$ cat src/sjisfh_pkg.sv
// Shared types, constants and narrowing tables for the Shift-JIS half-width converter.
package sjisfh_pkg;

	localparam int QUEUE_DEPTH = 4;

	// Configuration register indexes
	localparam logic [1:0] CFG_KANA  = 2'd0;
	localparam logic [1:0] CFG_ALPHA = 2'd1;
	localparam logic [1:0] CFG_NUM   = 2'd2;

	localparam logic [7:0] LEAD_KANA   = 8'h83;
	localparam logic [7:0] LEAD_PUNCT  = 8'h81;
	localparam logic [7:0] LEAD_ALNUM  = 8'h82;
	localparam logic [7:0] KANA_FIRST  = 8'h40;
	localparam logic [7:0] KANA_LAST   = 8'h96;
	localparam logic [7:0] PUNCT_FIRST = 8'h41;
	localparam logic [7:0] PUNCT_LAST  = 8'h4B;
	localparam logic [7:0] QUOTE_OPEN  = 8'h75;
	localparam logic [7:0] QUOTE_CLOSE = 8'h76;
	localparam logic [7:0] LONG_MARK   = 8'h5B;
	localparam logic [7:0] UPPER_FIRST = 8'h60;
	localparam logic [7:0] UPPER_LAST  = 8'h79;
	localparam logic [7:0] LOWER_FIRST = 8'h81;
	localparam logic [7:0] LOWER_LAST  = 8'h9A;
	localparam logic [7:0] DIGIT_FIRST = 8'h4F;
	localparam logic [7:0] DIGIT_LAST  = 8'h58;

	typedef struct packed {
		logic kana;
		logic alpha;
		logic num;
	} cfg_t;

	// One queued result: one or two bytes, with the end-of-text mark on the final byte.
	typedef struct packed {
		logic       two;
		logic [7:0] b0;
		logic [7:0] b1;
		logic       last;
	} res_entry_t;

	function automatic logic is_lead(input logic [7:0] b);
		return (b >= 8'h81 && b <= 8'h9F) || (b >= 8'hE0 && b <= 8'hFC);
	endfunction

	// Zero means pass through, below 0x100 one byte, otherwise two bytes, high byte first.
	function automatic logic [15:0] kana_rom(input logic [6:0] idx);
		logic [15:0] r;
		unique case (idx)
			7'd0: r = 16'h00A7;  7'd1: r = 16'h00B1;  7'd2: r = 16'h00A8;  7'd3: r = 16'h00B2;
			7'd4: r = 16'h00A9;  7'd5: r = 16'h00B3;  7'd6: r = 16'h00AA;  7'd7: r = 16'h00B4;
			7'd8: r = 16'h00AB;  7'd9: r = 16'h00B5;  7'd10: r = 16'h00B6; 7'd11: r = 16'hB6DE;
			7'd12: r = 16'h00B7; 7'd13: r = 16'hB7DE; 7'd14: r = 16'h00B8; 7'd15: r = 16'hB8DE;
			7'd16: r = 16'h00B9; 7'd17: r = 16'hB9DE; 7'd18: r = 16'h00BA; 7'd19: r = 16'hBADE;
			7'd20: r = 16'h00BB; 7'd21: r = 16'hBBDE; 7'd22: r = 16'h00BC; 7'd23: r = 16'hBCDE;
			7'd24: r = 16'h00BD; 7'd25: r = 16'hBDDE; 7'd26: r = 16'h00BE; 7'd27: r = 16'hBEDE;
			7'd28: r = 16'h00BF; 7'd29: r = 16'hBFDE; 7'd30: r = 16'h00C0; 7'd31: r = 16'hC0DE;
			7'd32: r = 16'h00C1; 7'd33: r = 16'hC1DE; 7'd34: r = 16'h00AF; 7'd35: r = 16'h00C2;
			7'd36: r = 16'hC2DE; 7'd37: r = 16'h00C3; 7'd38: r = 16'hC3DE; 7'd39: r = 16'h00C4;
			7'd40: r = 16'hC4DE; 7'd41: r = 16'h00C5; 7'd42: r = 16'h00C6; 7'd43: r = 16'h00C7;
			7'd44: r = 16'h00C8; 7'd45: r = 16'h00C9; 7'd46: r = 16'h00CA; 7'd47: r = 16'hCADE;
			7'd48: r = 16'hCADF; 7'd49: r = 16'h00CB; 7'd50: r = 16'hCBDE; 7'd51: r = 16'hCBDF;
			7'd52: r = 16'h00CC; 7'd53: r = 16'hCCDE; 7'd54: r = 16'hCCDF; 7'd55: r = 16'h00CD;
			7'd56: r = 16'hCDDE; 7'd57: r = 16'hCDDF; 7'd58: r = 16'h00CE; 7'd59: r = 16'hCEDE;
			7'd60: r = 16'hCEDF; 7'd61: r = 16'h00CF; 7'd62: r = 16'h00D0; 7'd63: r = 16'h0000;
			7'd64: r = 16'h00D1; 7'd65: r = 16'h00D2; 7'd66: r = 16'h00D3; 7'd67: r = 16'h00AC;
			7'd68: r = 16'h00D4; 7'd69: r = 16'h00AD; 7'd70: r = 16'h00D5; 7'd71: r = 16'h00AE;
			7'd72: r = 16'h00D6; 7'd73: r = 16'h00D7; 7'd74: r = 16'h00D8; 7'd75: r = 16'h00D9;
			7'd76: r = 16'h00DA; 7'd77: r = 16'h00DB; 7'd78: r = 16'h838E; 7'd79: r = 16'h00DC;
			7'd80: r = 16'h8390; 7'd81: r = 16'h8391; 7'd82: r = 16'h00A6; 7'd83: r = 16'h00DD;
			7'd84: r = 16'hB3DE; 7'd85: r = 16'h8395; 7'd86: r = 16'h8396;
			default: r = 16'h0000;
		endcase
		return r;
	endfunction

	function automatic logic [7:0] punct_rom(input logic [3:0] idx);
		logic [7:0] r;
		unique case (idx)
			4'd0: r = 8'hA4;  4'd1: r = 8'hA1; 4'd2: r = 8'h2C; 4'd3: r = 8'h2E;
			4'd4: r = 8'hA5;  4'd5: r = 8'h3A; 4'd6: r = 8'h3B; 4'd7: r = 8'h3F;
			4'd8: r = 8'h21;  4'd9: r = 8'hDE; 4'd10: r = 8'hDF;
			default: r = 8'h00;
		endcase
		return r;
	endfunction

	function automatic logic [15:0] map_pair(input cfg_t cfg, input logic [7:0] lead,
			input logic [7:0] trail);
		logic [7:0]  off;
		logic [15:0] r;
		off = 8'h00;
		r   = 16'h0000;
		priority if (cfg.kana && lead == LEAD_KANA && trail >= KANA_FIRST &&
				trail <= KANA_LAST) begin
			off = trail - KANA_FIRST;
			r   = kana_rom(off[6:0]);
		end else if (cfg.kana && lead == LEAD_PUNCT && trail >= PUNCT_FIRST &&
				trail <= PUNCT_LAST) begin
			off = trail - PUNCT_FIRST;
			r   = {8'h00, punct_rom(off[3:0])};
		end else if (cfg.kana && lead == LEAD_PUNCT && trail == QUOTE_OPEN) begin
			r = 16'h00A2;
		end else if (cfg.kana && lead == LEAD_PUNCT && trail == QUOTE_CLOSE) begin
			r = 16'h00A3;
		end else if (cfg.kana && lead == LEAD_PUNCT && trail == LONG_MARK) begin
			r = 16'h00B0;
		end else if (cfg.alpha && lead == LEAD_ALNUM && trail >= UPPER_FIRST &&
				trail <= UPPER_LAST) begin
			r = {8'h00, trail - 8'h1F};
		end else if (cfg.alpha && lead == LEAD_ALNUM && trail >= LOWER_FIRST &&
				trail <= LOWER_LAST) begin
			r = {8'h00, trail - 8'h20};
		end else if (cfg.num && lead == LEAD_ALNUM && trail >= DIGIT_FIRST &&
				trail <= DIGIT_LAST) begin
			r = {8'h00, trail - 8'h1F};
		end else begin
			r = 16'h0000;
		end
		return r;
	endfunction

endpackage

$ cat src/sjisfh_front.sv
// Front end: pairs lead and trail bytes and looks up the narrowed result.
module sjisfh_front (
	input  logic                   clk,
	input  logic                   arst_n,
	input  sjisfh_pkg::cfg_t       cfg,
	input  logic                   accept,
	input  logic [7:0]             in_byte,
	input  logic                   last_in,
	output logic                   push,
	output sjisfh_pkg::res_entry_t entry
);

	logic [7:0]  held_lead_q;
	logic        lead_pending_q;
	logic [15:0] code;

	assign code = sjisfh_pkg::map_pair(cfg, held_lead_q, in_byte);

	always_comb begin
		push  = 1'b0;
		entry = '{two: 1'b0, b0: in_byte, b1: 8'h00, last: last_in};
		if (accept) begin
			priority if (lead_pending_q) begin
				push = 1'b1;
				priority if (code == 16'h0000) begin
					entry = '{two: 1'b1, b0: held_lead_q, b1: in_byte, last: last_in};
				end else if (code[15:8] == 8'h00) begin
					entry = '{two: 1'b0, b0: code[7:0], b1: 8'h00, last: last_in};
				end else begin
					entry = '{two: 1'b1, b0: code[15:8], b1: code[7:0], last: last_in};
				end
			end else if (sjisfh_pkg::is_lead(in_byte) && !last_in) begin
				push = 1'b0;
			end else begin
				push = 1'b1;
			end
		end
	end

	always_ff @(posedge clk or negedge arst_n) begin
		if (!arst_n) begin
			held_lead_q    <= 8'h00;
			lead_pending_q <= 1'b0;
		end else if (accept) begin
			if (lead_pending_q) begin
				held_lead_q    <= 8'h00;
				lead_pending_q <= 1'b0;
			end else if (sjisfh_pkg::is_lead(in_byte) && !last_in) begin
				held_lead_q    <= in_byte;
				lead_pending_q <= 1'b1;
			end
		end
	end

	// A byte that is only held must not reach the queue.
	assert property (@(posedge clk) disable iff (!arst_n)
		accept && !lead_pending_q && sjisfh_pkg::is_lead(in_byte) && !last_in |-> !push)
		else $error("held lead byte pushed to the queue");

	assert property (@(posedge clk) disable iff (!arst_n)
		accept && lead_pending_q |=> !lead_pending_q)
		else $error("lead still pending after its trail byte");

endmodule

$ cat src/sjisfh_queue.sv
// Short result queue between the front and back ends.
module sjisfh_queue #(
	parameter int Depth = sjisfh_pkg::QUEUE_DEPTH
) (
	input  logic                   clk,
	input  logic                   arst_n,
	input  logic                   push,
	input  sjisfh_pkg::res_entry_t wr_entry,
	input  logic                   pop,
	output sjisfh_pkg::res_entry_t head,
	output logic                   empty,
	output logic                   full
);

	localparam int PtrW = $clog2(Depth);
	localparam int CntW = $clog2(Depth + 1);
	localparam logic [PtrW-1:0] LastPtr = PtrW'(Depth - 1);
	localparam logic [CntW-1:0] FullCnt = CntW'(Depth);

	sjisfh_pkg::res_entry_t entries_q [Depth];
	logic [PtrW-1:0] wr_ptr_q;
	logic [PtrW-1:0] rd_ptr_q;
	logic [CntW-1:0] count_q;

	assign empty = (count_q == '0);
	assign full  = (count_q == FullCnt);
	assign head  = entries_q[rd_ptr_q];

	always_ff @(posedge clk) begin
		if (push) begin
			entries_q[wr_ptr_q] <= wr_entry;
		end
	end

	always_ff @(posedge clk or negedge arst_n) begin
		if (!arst_n) begin
			wr_ptr_q <= '0;
			rd_ptr_q <= '0;
			count_q  <= '0;
		end else begin
			if (push) begin
				wr_ptr_q <= (wr_ptr_q == LastPtr) ? '0 : wr_ptr_q + 1'b1;
			end
			if (pop) begin
				rd_ptr_q <= (rd_ptr_q == LastPtr) ? '0 : rd_ptr_q + 1'b1;
			end
			if (push && !pop) begin
				count_q <= count_q + 1'b1;
			end else if (pop && !push) begin
				count_q <= count_q - 1'b1;
			end
		end
	end

	assert property (@(posedge clk) disable iff (!arst_n)
		push |-> !full)
		else $error("push into a full queue");

	assert property (@(posedge clk) disable iff (!arst_n)
		pop |-> !empty)
		else $error("pop from an empty queue");

endmodule

$ cat src/sjisfh_back.sv
// Back end: sends each queued result one byte at a time through an output register.
module sjisfh_back (
	input  logic                   clk,
	input  logic                   arst_n,
	input  sjisfh_pkg::res_entry_t head,
	input  logic                   empty,
	output logic                   pop,
	input  logic                   tx_stall,
	output logic                   tx_valid,
	output logic [7:0]             out_byte,
	output logic                   last_out
);

	logic       valid_q;
	logic [7:0] byte_q;
	logic       last_q;
	logic       second_q;
	logic       load;

	assign load     = (!valid_q || !tx_stall) && !empty;
	assign pop      = load && (second_q || !head.two);
	assign tx_valid = valid_q;
	assign out_byte = byte_q;
	assign last_out = last_q;

	always_ff @(posedge clk) begin
		if (load) begin
			byte_q <= second_q ? head.b1 : head.b0;
			last_q <= (second_q || !head.two) ? head.last : 1'b0;
		end
	end

	always_ff @(posedge clk or negedge arst_n) begin
		if (!arst_n) begin
			valid_q  <= 1'b0;
			second_q <= 1'b0;
		end else begin
			if (load) begin
				valid_q  <= 1'b1;
				second_q <= head.two && !second_q;
			end else if (!tx_stall) begin
				valid_q <= 1'b0;
			end
		end
	end

	// The head entry stays in the queue while its second byte is owed.
	assert property (@(posedge clk) disable iff (!arst_n)
		second_q |-> !empty)
		else $error("second byte owed but queue is empty");

	assert property (@(posedge clk) disable iff (!arst_n)
		load && head.two && !second_q |=> second_q)
		else $error("second byte of a pair skipped");

endmodule

$ cat src/sjis_fullwidth_to_halfwidth_unit.sv
// Top level of the Shift-JIS full-width to half-width converter.
// A word that completes a result passes through the queue and the output register to tx.
// The input takes one word per cycle while the queue is not full; a two-byte result leaves
// the single output register a byte at a time, and the queue absorbs the difference.
// A lead byte that is not the last of the text is held and gives no output of its own.
// Reset (arst_n low, asynchronous) clears all modes, any held lead byte and the queue.
module sjis_fullwidth_to_halfwidth_unit #(
	parameter int QueueDepth = sjisfh_pkg::QUEUE_DEPTH
) (
	input  logic       clk,
	input  logic       arst_n,
	// Configuration write channel
	input  logic       cfg_valid,
	output logic       cfg_ready,
	input  logic [1:0] cfg_index,
	input  logic       cfg_data,
	// Input byte stream
	input  logic       rx_valid,
	output logic       rx_stall,
	input  logic [7:0] in_byte,
	input  logic       last_in,
	// Output byte stream
	output logic       tx_valid,
	input  logic       tx_stall,
	output logic [7:0] out_byte,
	output logic       last_out
);

	sjisfh_pkg::cfg_t       cfg_q;
	sjisfh_pkg::res_entry_t front_entry;
	sjisfh_pkg::res_entry_t head;
	logic                   rx_accept;
	logic                   push;
	logic                   pop;
	logic                   q_empty;
	logic                   q_full;

	// Registers are always writable; write them only while the block is idle (not enforced).
	assign cfg_ready = 1'b1;

	always_ff @(posedge clk or negedge arst_n) begin
		if (!arst_n) begin
			cfg_q <= '0;
		end else if (cfg_valid && cfg_ready) begin
			unique case (cfg_index)
				sjisfh_pkg::CFG_KANA:  cfg_q.kana  <= cfg_data;
				sjisfh_pkg::CFG_ALPHA: cfg_q.alpha <= cfg_data;
				sjisfh_pkg::CFG_NUM:   cfg_q.num   <= cfg_data;
				default: ;
			endcase
		end
	end

	// The input is held off only while the queue is full, so a stalled output does not
	// block the stream until every queue slot is taken.
	assign rx_stall  = q_full;
	assign rx_accept = rx_valid && !rx_stall;

	sjisfh_front u_front (
		.clk     (clk),
		.arst_n  (arst_n),
		.cfg     (cfg_q),
		.accept  (rx_accept),
		.in_byte (in_byte),
		.last_in (last_in),
		.push    (push),
		.entry   (front_entry)
	);

	sjisfh_queue #(
		.Depth (QueueDepth)
	) u_queue (
		.clk      (clk),
		.arst_n   (arst_n),
		.push     (push),
		.wr_entry (front_entry),
		.pop      (pop),
		.head     (head),
		.empty    (q_empty),
		.full     (q_full)
	);

	sjisfh_back u_back (
		.clk      (clk),
		.arst_n   (arst_n),
		.head     (head),
		.empty    (q_empty),
		.pop      (pop),
		.tx_stall (tx_stall),
		.tx_valid (tx_valid),
		.out_byte (out_byte),
		.last_out (last_out)
	);

endmodule

$ cat config.mk
export PLATFORM = sky130hd
export DESIGN_NAME = sjis_fullwidth_to_halfwidth_unit
export DESIGN_NICKNAME = d
export VERILOG_FILES = /design/src/sjisfh_pkg.sv /design/src/sjisfh_front.sv /design/src/sjisfh_queue.sv /design/src/sjisfh_back.sv /design/src/sjis_fullwidth_to_halfwidth_unit.sv
export SDC_FILE = /design/constraint.sdc
export NUM_CORES = 1
export LEC_CHECK = 0
export BUFFER_PORTS_ARGS = -buffer_cell sky130_fd_sc_hd__buf_2
export CAP_MARGIN = 30
export CORE_MARGIN = 2
export CORE_UTILIZATION = 57
export CTS_BUF_LIST = sky130_fd_sc_hd__clkbuf_8
export CTS_CLUSTER_DIAMETER = 100
export CTS_CLUSTER_SIZE = 14
export DETAILED_ROUTE_END_ITERATION = 10
export PLACE_DENSITY_LB_ADDON = 0.3
export RECOVER_POWER = 100
export SYNTH_ARGS = -nofsm -noshare
export SYNTH_HDL_FRONTEND = slang
export SYNTH_SLANG_ARGS = --single-unit
export TNS_END_PERCENT = 30
$ cat constraint.sdc
create_clock -name clk -period 7.2 [get_ports clk]
set_input_delay 0 -clock clk [delete_from_list [all_inputs] [get_ports clk]]
set_output_delay 0 -clock clk [all_outputs]
set_load 0.02 [all_outputs]
=== After elaboration in Yosys (flattened, before gate mapping) ===
Memories as Yosys holds them, arrays and structs flattened.
Cells that the tools add are included.

* Bits in writable memories: 72
* Register bits after elaboration: 30
* Memories kept: 3
* Memory bits (read-only): 2,176
* Word-level logic and storage cells: 124
* Input bits: 17
* Output and inout port bits: 12

{| class="wikitable"
|+ Memory list
! name !! words !! bits a word !! read ports !! clocked after memory_dff !! write ports !! line !! text
|-
| (name not given) || 128 || 16 || 1 || 0 || 0 || sjisfh_pkg.sv:49 || <nowiki>unique case (idx)</nowiki>
|-
| (name not given) || 16 || 8 || 1 || 0 || 0 || sjisfh_pkg.sv:79 || <nowiki>unique case (idx)</nowiki>
|-
| u_queue.entries_q || 4 || 18 || 1 || 0 || 1 || sjisfh_queue.sv:20 || <nowiki>sjisfh_pkg::res_entry_t entries_q [Depth];</nowiki>
|}

* Add/sub/neg operators: 8
* Multiplexer cells: 28
* Reduce and logical (&&, ||, !) cells: 48
* Equality and inequality tests: 12
* Order comparisons: 13

{| class="wikitable"
|+ Operators by type and width
! kind !! number
|-
| 16-bit two-way mux || 7
|-
| 18-bit two-way mux || 4
|-
| 8-bit by 7-bit >= comparator with 1-bit output (second input constant) || 4
|-
| 8-bit less-or-equal comparator (second input constant) || 4
|-
| 8-bit two-way mux || 4
|-
| 1-bit logical AND || 26
|-
| 8-bit by 7-bit == test with 1-bit output (second input constant) || 3
|-
| 8-bit == test (second input constant) || 3
|-
| 8-bit by 7-bit less-or-equal comparator with 1-bit output (second input constant) || 3
|-
| 8-bit >= comparator (second input constant) || 2
|-
| 16-bit logical NOT || 1
|-
| 1-bit logical NOT || 9
|-
| 1-bit two-way mux || 9
|-
| 8-bit logical NOT || 1
|-
| 2-bit AND reduction || 4
|-
| 8-bit by 5-bit subtractor with 8-bit output (second input constant) || 1
|-
| 8-bit by 6-bit subtractor with 8-bit output (second input constant) || 1
|-
| 7-bit subtractor (second input constant) || 1
|-
| 2-bit == test (second input constant) || 3
|-
| 3-bit two-way mux || 2
|-
| 2-bit by 1-bit adder with 2-bit output (second input constant) || 2
|-
| 2-bit two-way mux || 2
|-
| 2-bit nonzero test || 2
|-
| 4-bit by 1-bit subtractor with 4-bit output (second input constant) || 1
|-
| other kinds (8) || 10
|}

=== Logic depth before layout (Yosys ltp) ===
* Word-level depth: 17
* Depth in mapped cells: 16
* Mapped depth without buffers: 14

=== By module ===
Synthesis repeated with hierarchy kept, for this count alone.

* Cells, all modules: 658
* Area total of the unflattened synthesis: 7,021.7 µm²

{| class="wikitable"
|+ Modules (own cells, without submodules)
! module !! area each (µm²) !! sequential area each (µm²) !! instances !! cells an instance
|-
| sjisfh_front || 3,373.2 || 225.2 || 1 || 488
|-
| sjisfh_queue || 3,015.4 || 2,337.2 || 1 || 131
|-
| sjisfh_back || 479.2 || 320.3 || 1 || 27
|-
| sjis_fullwidth_to_halfwidth_unit || 153.9 || 75.1 || 1 || 12
|}

=== Worst setup path after synthesis ===
OpenSTA, ideal clock, no wires.

* Kind: input to register
* Start: input in_byte[5]
* End: memory u_queue.entries_q[0][9] (netlist name) (data pin)
* Buffers on the path: 3
* Stages on the path: 14
* Setup time: 0.280 ns
* Arrival: 3.267 ns
* Path slack: 3.654 ns
* Data required time: 6.920 ns
* Path through: clkbuf_1 > buf_2 > inv_1 > clkbuf_1 > ha_1 > inv_1 > or4_1 > a2111oi_2 > nor2_1 > o31a_1 > o22ai_2 > nor4_4 > a2111oi_1 > a211oi_2

{| class="wikitable"
|+ RTL lines
! element !! line !! text
|-
| from (decl) || sjis_fullwidth_to_halfwidth_unit.sv:20 || <nowiki>input logic [7:0] in_byte,</nowiki>
|-
| to (decl) || sjisfh_queue.sv:20 ||
|}

==> impl_summary.log <==
INFO  metric io_buf_count = 27
INFO  metric post_route_cells_drive_above_1_share = 13.6%
INFO  metric yosys.cell_types.count = 84
INFO  metric rr_startpoint = u_front.held_lead_q[4]
INFO  metric fillerInstances = 1,024
INFO  metric synthesis.instances = 629
INFO  metric synth_top_cells_by_count = 81 x sky130_fd_sc_hd__edfxtp_1, 45 x sky130_fd_sc_hd__nor2_1, 42 x sky130_fd_sc_hd__nand2_1
INFO  metric overflow = 0
INFO  metric clk_transition_reported_paths = 0.11 ns
INFO  metric dominantRegCellSynth = sky130_fd_sc_hd__edfxtp_1
INFO  metric hold_start = in_byte[3]
INFO  metric fp-row-count = 40
INFO  metric worst-r2r-setup-slack = 3.24 ns
INFO  metric critPathLaunchType = input port
INFO  metric yosysSeqAreaShare = 43.1%
INFO  metric final-max-slew-violation-count = 0
INFO  metric clockBufferDepth = 2
INFO  metric antenna_diodes = 0
INFO  metric fp.dieArea = 0.0129 mm^2
INFO  metric io_pins = 29
INFO  metric final_cell_area = 0.00717 mm^2
INFO  metric yosys-top-cells-area = sky130_fd_sc_hd__edfxtp_1 35%, sky130_fd_sc_hd__dfrtp_1 7.7%, sky130_fd_sc_hd__mux4_2 5.9%, sky130_fd_sc_hd__ha_1 5.1%, sky130_fd_sc_hd__mux2_2 2.8%
INFO  metric power_density = 268 mW/mm^2
INFO  metric design.core.area = 0.0119 mm^2
INFO  metric drcViolationCount = 0
INFO  metric globalplace.congestion = 0.975
INFO  metric place.detailed.hpwl = 13,200 um
INFO  metric fin_crit_sh = 74.3%
INFO  metric worst_hold_slack = 0.0878 ns
INFO  metric final_nets = 680
INFO  metric unrepaired_setup_endpoints_after_global_routing = false
INFO  metric synth.top_cell.area_share = 35.4%
INFO  metric min_period = 5.35 ns
INFO  metric worst_hold_path_type = in -> reg
INFO  metric vias_per_cell = 6.86
INFO  metric synthesis.area_per_instance = 10.9 um^2
INFO  metric cts_num_sinks = 102
INFO  metric setup_viol = 0
INFO  metric clock-skew-final = 0.0196 ns
INFO  metric grt.met3_usage = 4.25%
INFO  metric run_status = finished, final reports clean
INFO  metric cap_viol_max_count = 0
INFO  metric cts_resized = 0
INFO  metric synth_most_common_cell = sky130_fd_sc_hd__edfxtp_1
INFO  metric routed_wl = 19,100 um
INFO  metric globalRouteTotalUtil = 30.2%
INFO  metric leakagePower = 2.59 nW
INFO  metric antenna_found_initial = 0
INFO  metric grt_pass1_vias = 5,234
INFO  metric area_post_placement = 0.00697 mm^2
INFO  metric worstReg2RegEnd = u_queue.entries_q[3][4]
INFO  metric synthesis.area = 0.00686 mm^2
INFO  metric end_kind = flop
INFO  metric routed-via-count = 5,390
INFO  metric timing.final.hold_violations = 0
INFO  metric synth_largest_area_cell = sky130_fd_sc_hd__edfxtp_1
INFO  metric worst_skew_pair.late_latency = 0.38 ns
INFO  metric final_antenna_net_count = 0
INFO  metric detail_route.first_pass.iterations = 6
INFO  metric worst_ep_required_time = 7.35 ns
INFO  metric post_detailed_route_wirelength_per_cell = 24.3 um
INFO  metric synthToLayoutAreaGrowth = 4.45%
INFO  metric grt_first_pass_wirelength = 29,600 um
INFO  metric critical_path_class = in -> reg
INFO  metric postSynthNetCount = 675
INFO  metric hold_path_end = u_front.held_lead_q[3]
INFO  metric grt_use_met2 = 47.9%
INFO  metric worst_slew_margin_rel = 2.61%
INFO  metric gr-usage-met1 = 40.7%
INFO  metric globalRoute.busiestLayer = met2
INFO  metric worst_slew_pin_slew = 1.46 ns
INFO  metric hold_path_depth = 2
INFO  metric die-width = 114 um
INFO  metric synth-edff-count = 81
INFO  metric cts.htree.levels = 3
INFO  metric peak_vdd_ir = 162 uV
INFO  metric cts-root-buf = sky130_fd_sc_hd__clkbuf_8
INFO  metric synth-warning-count = 0
INFO  metric die_h = 114 um
INFO  metric worst-endpoint-arrival = 5.50 ns
INFO  metric path_max_fanout = 25
INFO  metric ys_seq_elements = 102
INFO  metric postSynth.asyncResetShare = 20.6%
INFO  metric grt_max_degree = 51
INFO  metric initial_core_util = 57.8%
INFO  metric max_freq = 187 MHz
INFO  metric tritoncts = built
INFO  metric cts-buffers-inserted = 9
INFO  metric drt-initial-drc-count = 580
INFO  metric postLayoutCoreUtil = 60.4%
INFO  metric worst-r2r-cell-count = 10
INFO  metric setup_tns = 0 ns
[cells by family after synthesis]
group / share of synthesized area, %
and+or+nand+nor: 15.0
AOI/OAI and AO/OA: 20.1
muxes: 10.4
other: 0.0547
adders and majority gates: 5.40
xor gates and xnor gates: 1.28
buffers and inverters: 4.65
DFF: 43.1
[through the flow]
| step | cells | power [mW] | setup WS, ns |
|---|---|---|---|
| floorplan | 629 | 1.40 | 3.65 |
| global placement | 759 | 1.57 | 2.62 |
| detailed placement | 759 | 1.60 | 2.52 |
| CTS | 785 | 1.94 | 2.92 |
| global route | 786 | 2.02 | 1.53 |
| finish | 786 | 1.92 | 1.85 |
[worst max-delay path by stage]
stage / from / endpoint / slack [ns] / cells after the start
after floorplan: in_byte[5] / u_queue.entries_q[0][9] / 3.65 / 14
after global placement: in_byte[0] / u_queue.entries_q[0][9] / 2.62 / 13
after detailed placement: in_byte[2] / u_queue.entries_q[0][9] / 2.52 / 13
after CTS: in_byte[2] / u_queue.entries_q[1][9] / 2.92 / 13
after global routing: in_byte[0] / u_queue.entries_q[3][9] / 1.53 / 14
final: in_byte[0] / u_queue.entries_q[3][4] / 1.85 / 14
[what timing repair did]
item / in CTS / in global routing
hold buffers: 10 / 0
hold endpoints to repair: 30 / 0
setup buffers: 0 / 0
[report_power, final]
group | switching, mW | internal [mW] | total (mW)
Clock | 0.212 | 0.134 | 0.346
Sequential | 0.102 | 0.807 | 0.909
Combinational | 0.375 | 0.289 | 0.664
Total | 0.688 | 1.23 | 1.92
[cell type report]
cell class              count  area, um^2  share of cell area (%)
clock buffers               9         124                    1.73
clock inverters             7        67.6                   0.943
inverters                  18        67.6                   0.943
multi-input cells         460        3520                    49.1
flip-flops and latches    102        2960                    41.3
well taps                 147         184                    2.57
repair buffers             43         249                    3.47
[per-layer routing]
layer	part of all wire [%]	vias to the layer above
met5	0	-
met4	5.0	0
met3	5.6	65
met2	48	238
met1	42	2656
li1	-	2431
[worst max-delay path: stages]
cell                        delay [ns]
sky130_fd_sc_hd__clkbuf_1         0.56
sky130_fd_sc_hd__inv_1            0.54
sky130_fd_sc_hd__ha_1             0.59
sky130_fd_sc_hd__or4b_1           0.52
sky130_fd_sc_hd__o41ai_1          0.50
sky130_fd_sc_hd__a2111oi_2        0.11
sky130_fd_sc_hd__clkbuf_4         0.22
sky130_fd_sc_hd__a211oi_1         0.47
sky130_fd_sc_hd__a32o_2           0.29
sky130_fd_sc_hd__or3b_2           0.47
sky130_fd_sc_hd__nor4_1           0.24
sky130_fd_sc_hd__clkbuf_1         0.52
sky130_fd_sc_hd__nand3_2          0.13
sky130_fd_sc_hd__a21oi_1          0.32
[flip-flops by register name, indices dropped and copies added, names as in the netlist]
register	count
u_front.lead_pending_q	1
u_back.second_q	1
u_queue.count_q	3
cfg_q	3
u_back.tx_valid	1
u_front.held_lead_q	8
u_queue.entries_q	72
u_queue.wr_ptr_q	2
u_back.out_byte	8
u_back.last_out	1
u_queue.rd_ptr_q	2
[layout by cell type (no fill, tap or decap), drive strengths merged, types with 8 or more instances in the layout]
cell type    count
edfxtp          81
nor2            45
nand2           42
o21ai           36
a21oi           29
clkbuf          29
ha              28
dfrtp           21
inv             21
nand3           20
mux4            18
mux2            17
a31oi           16
nor2b           15
buf             13
mux2i           12
and2            12
nand2b          11
dlygate4sd3     10
a22o             8
a211oi           8
Power figures use the tool's default switching activity.
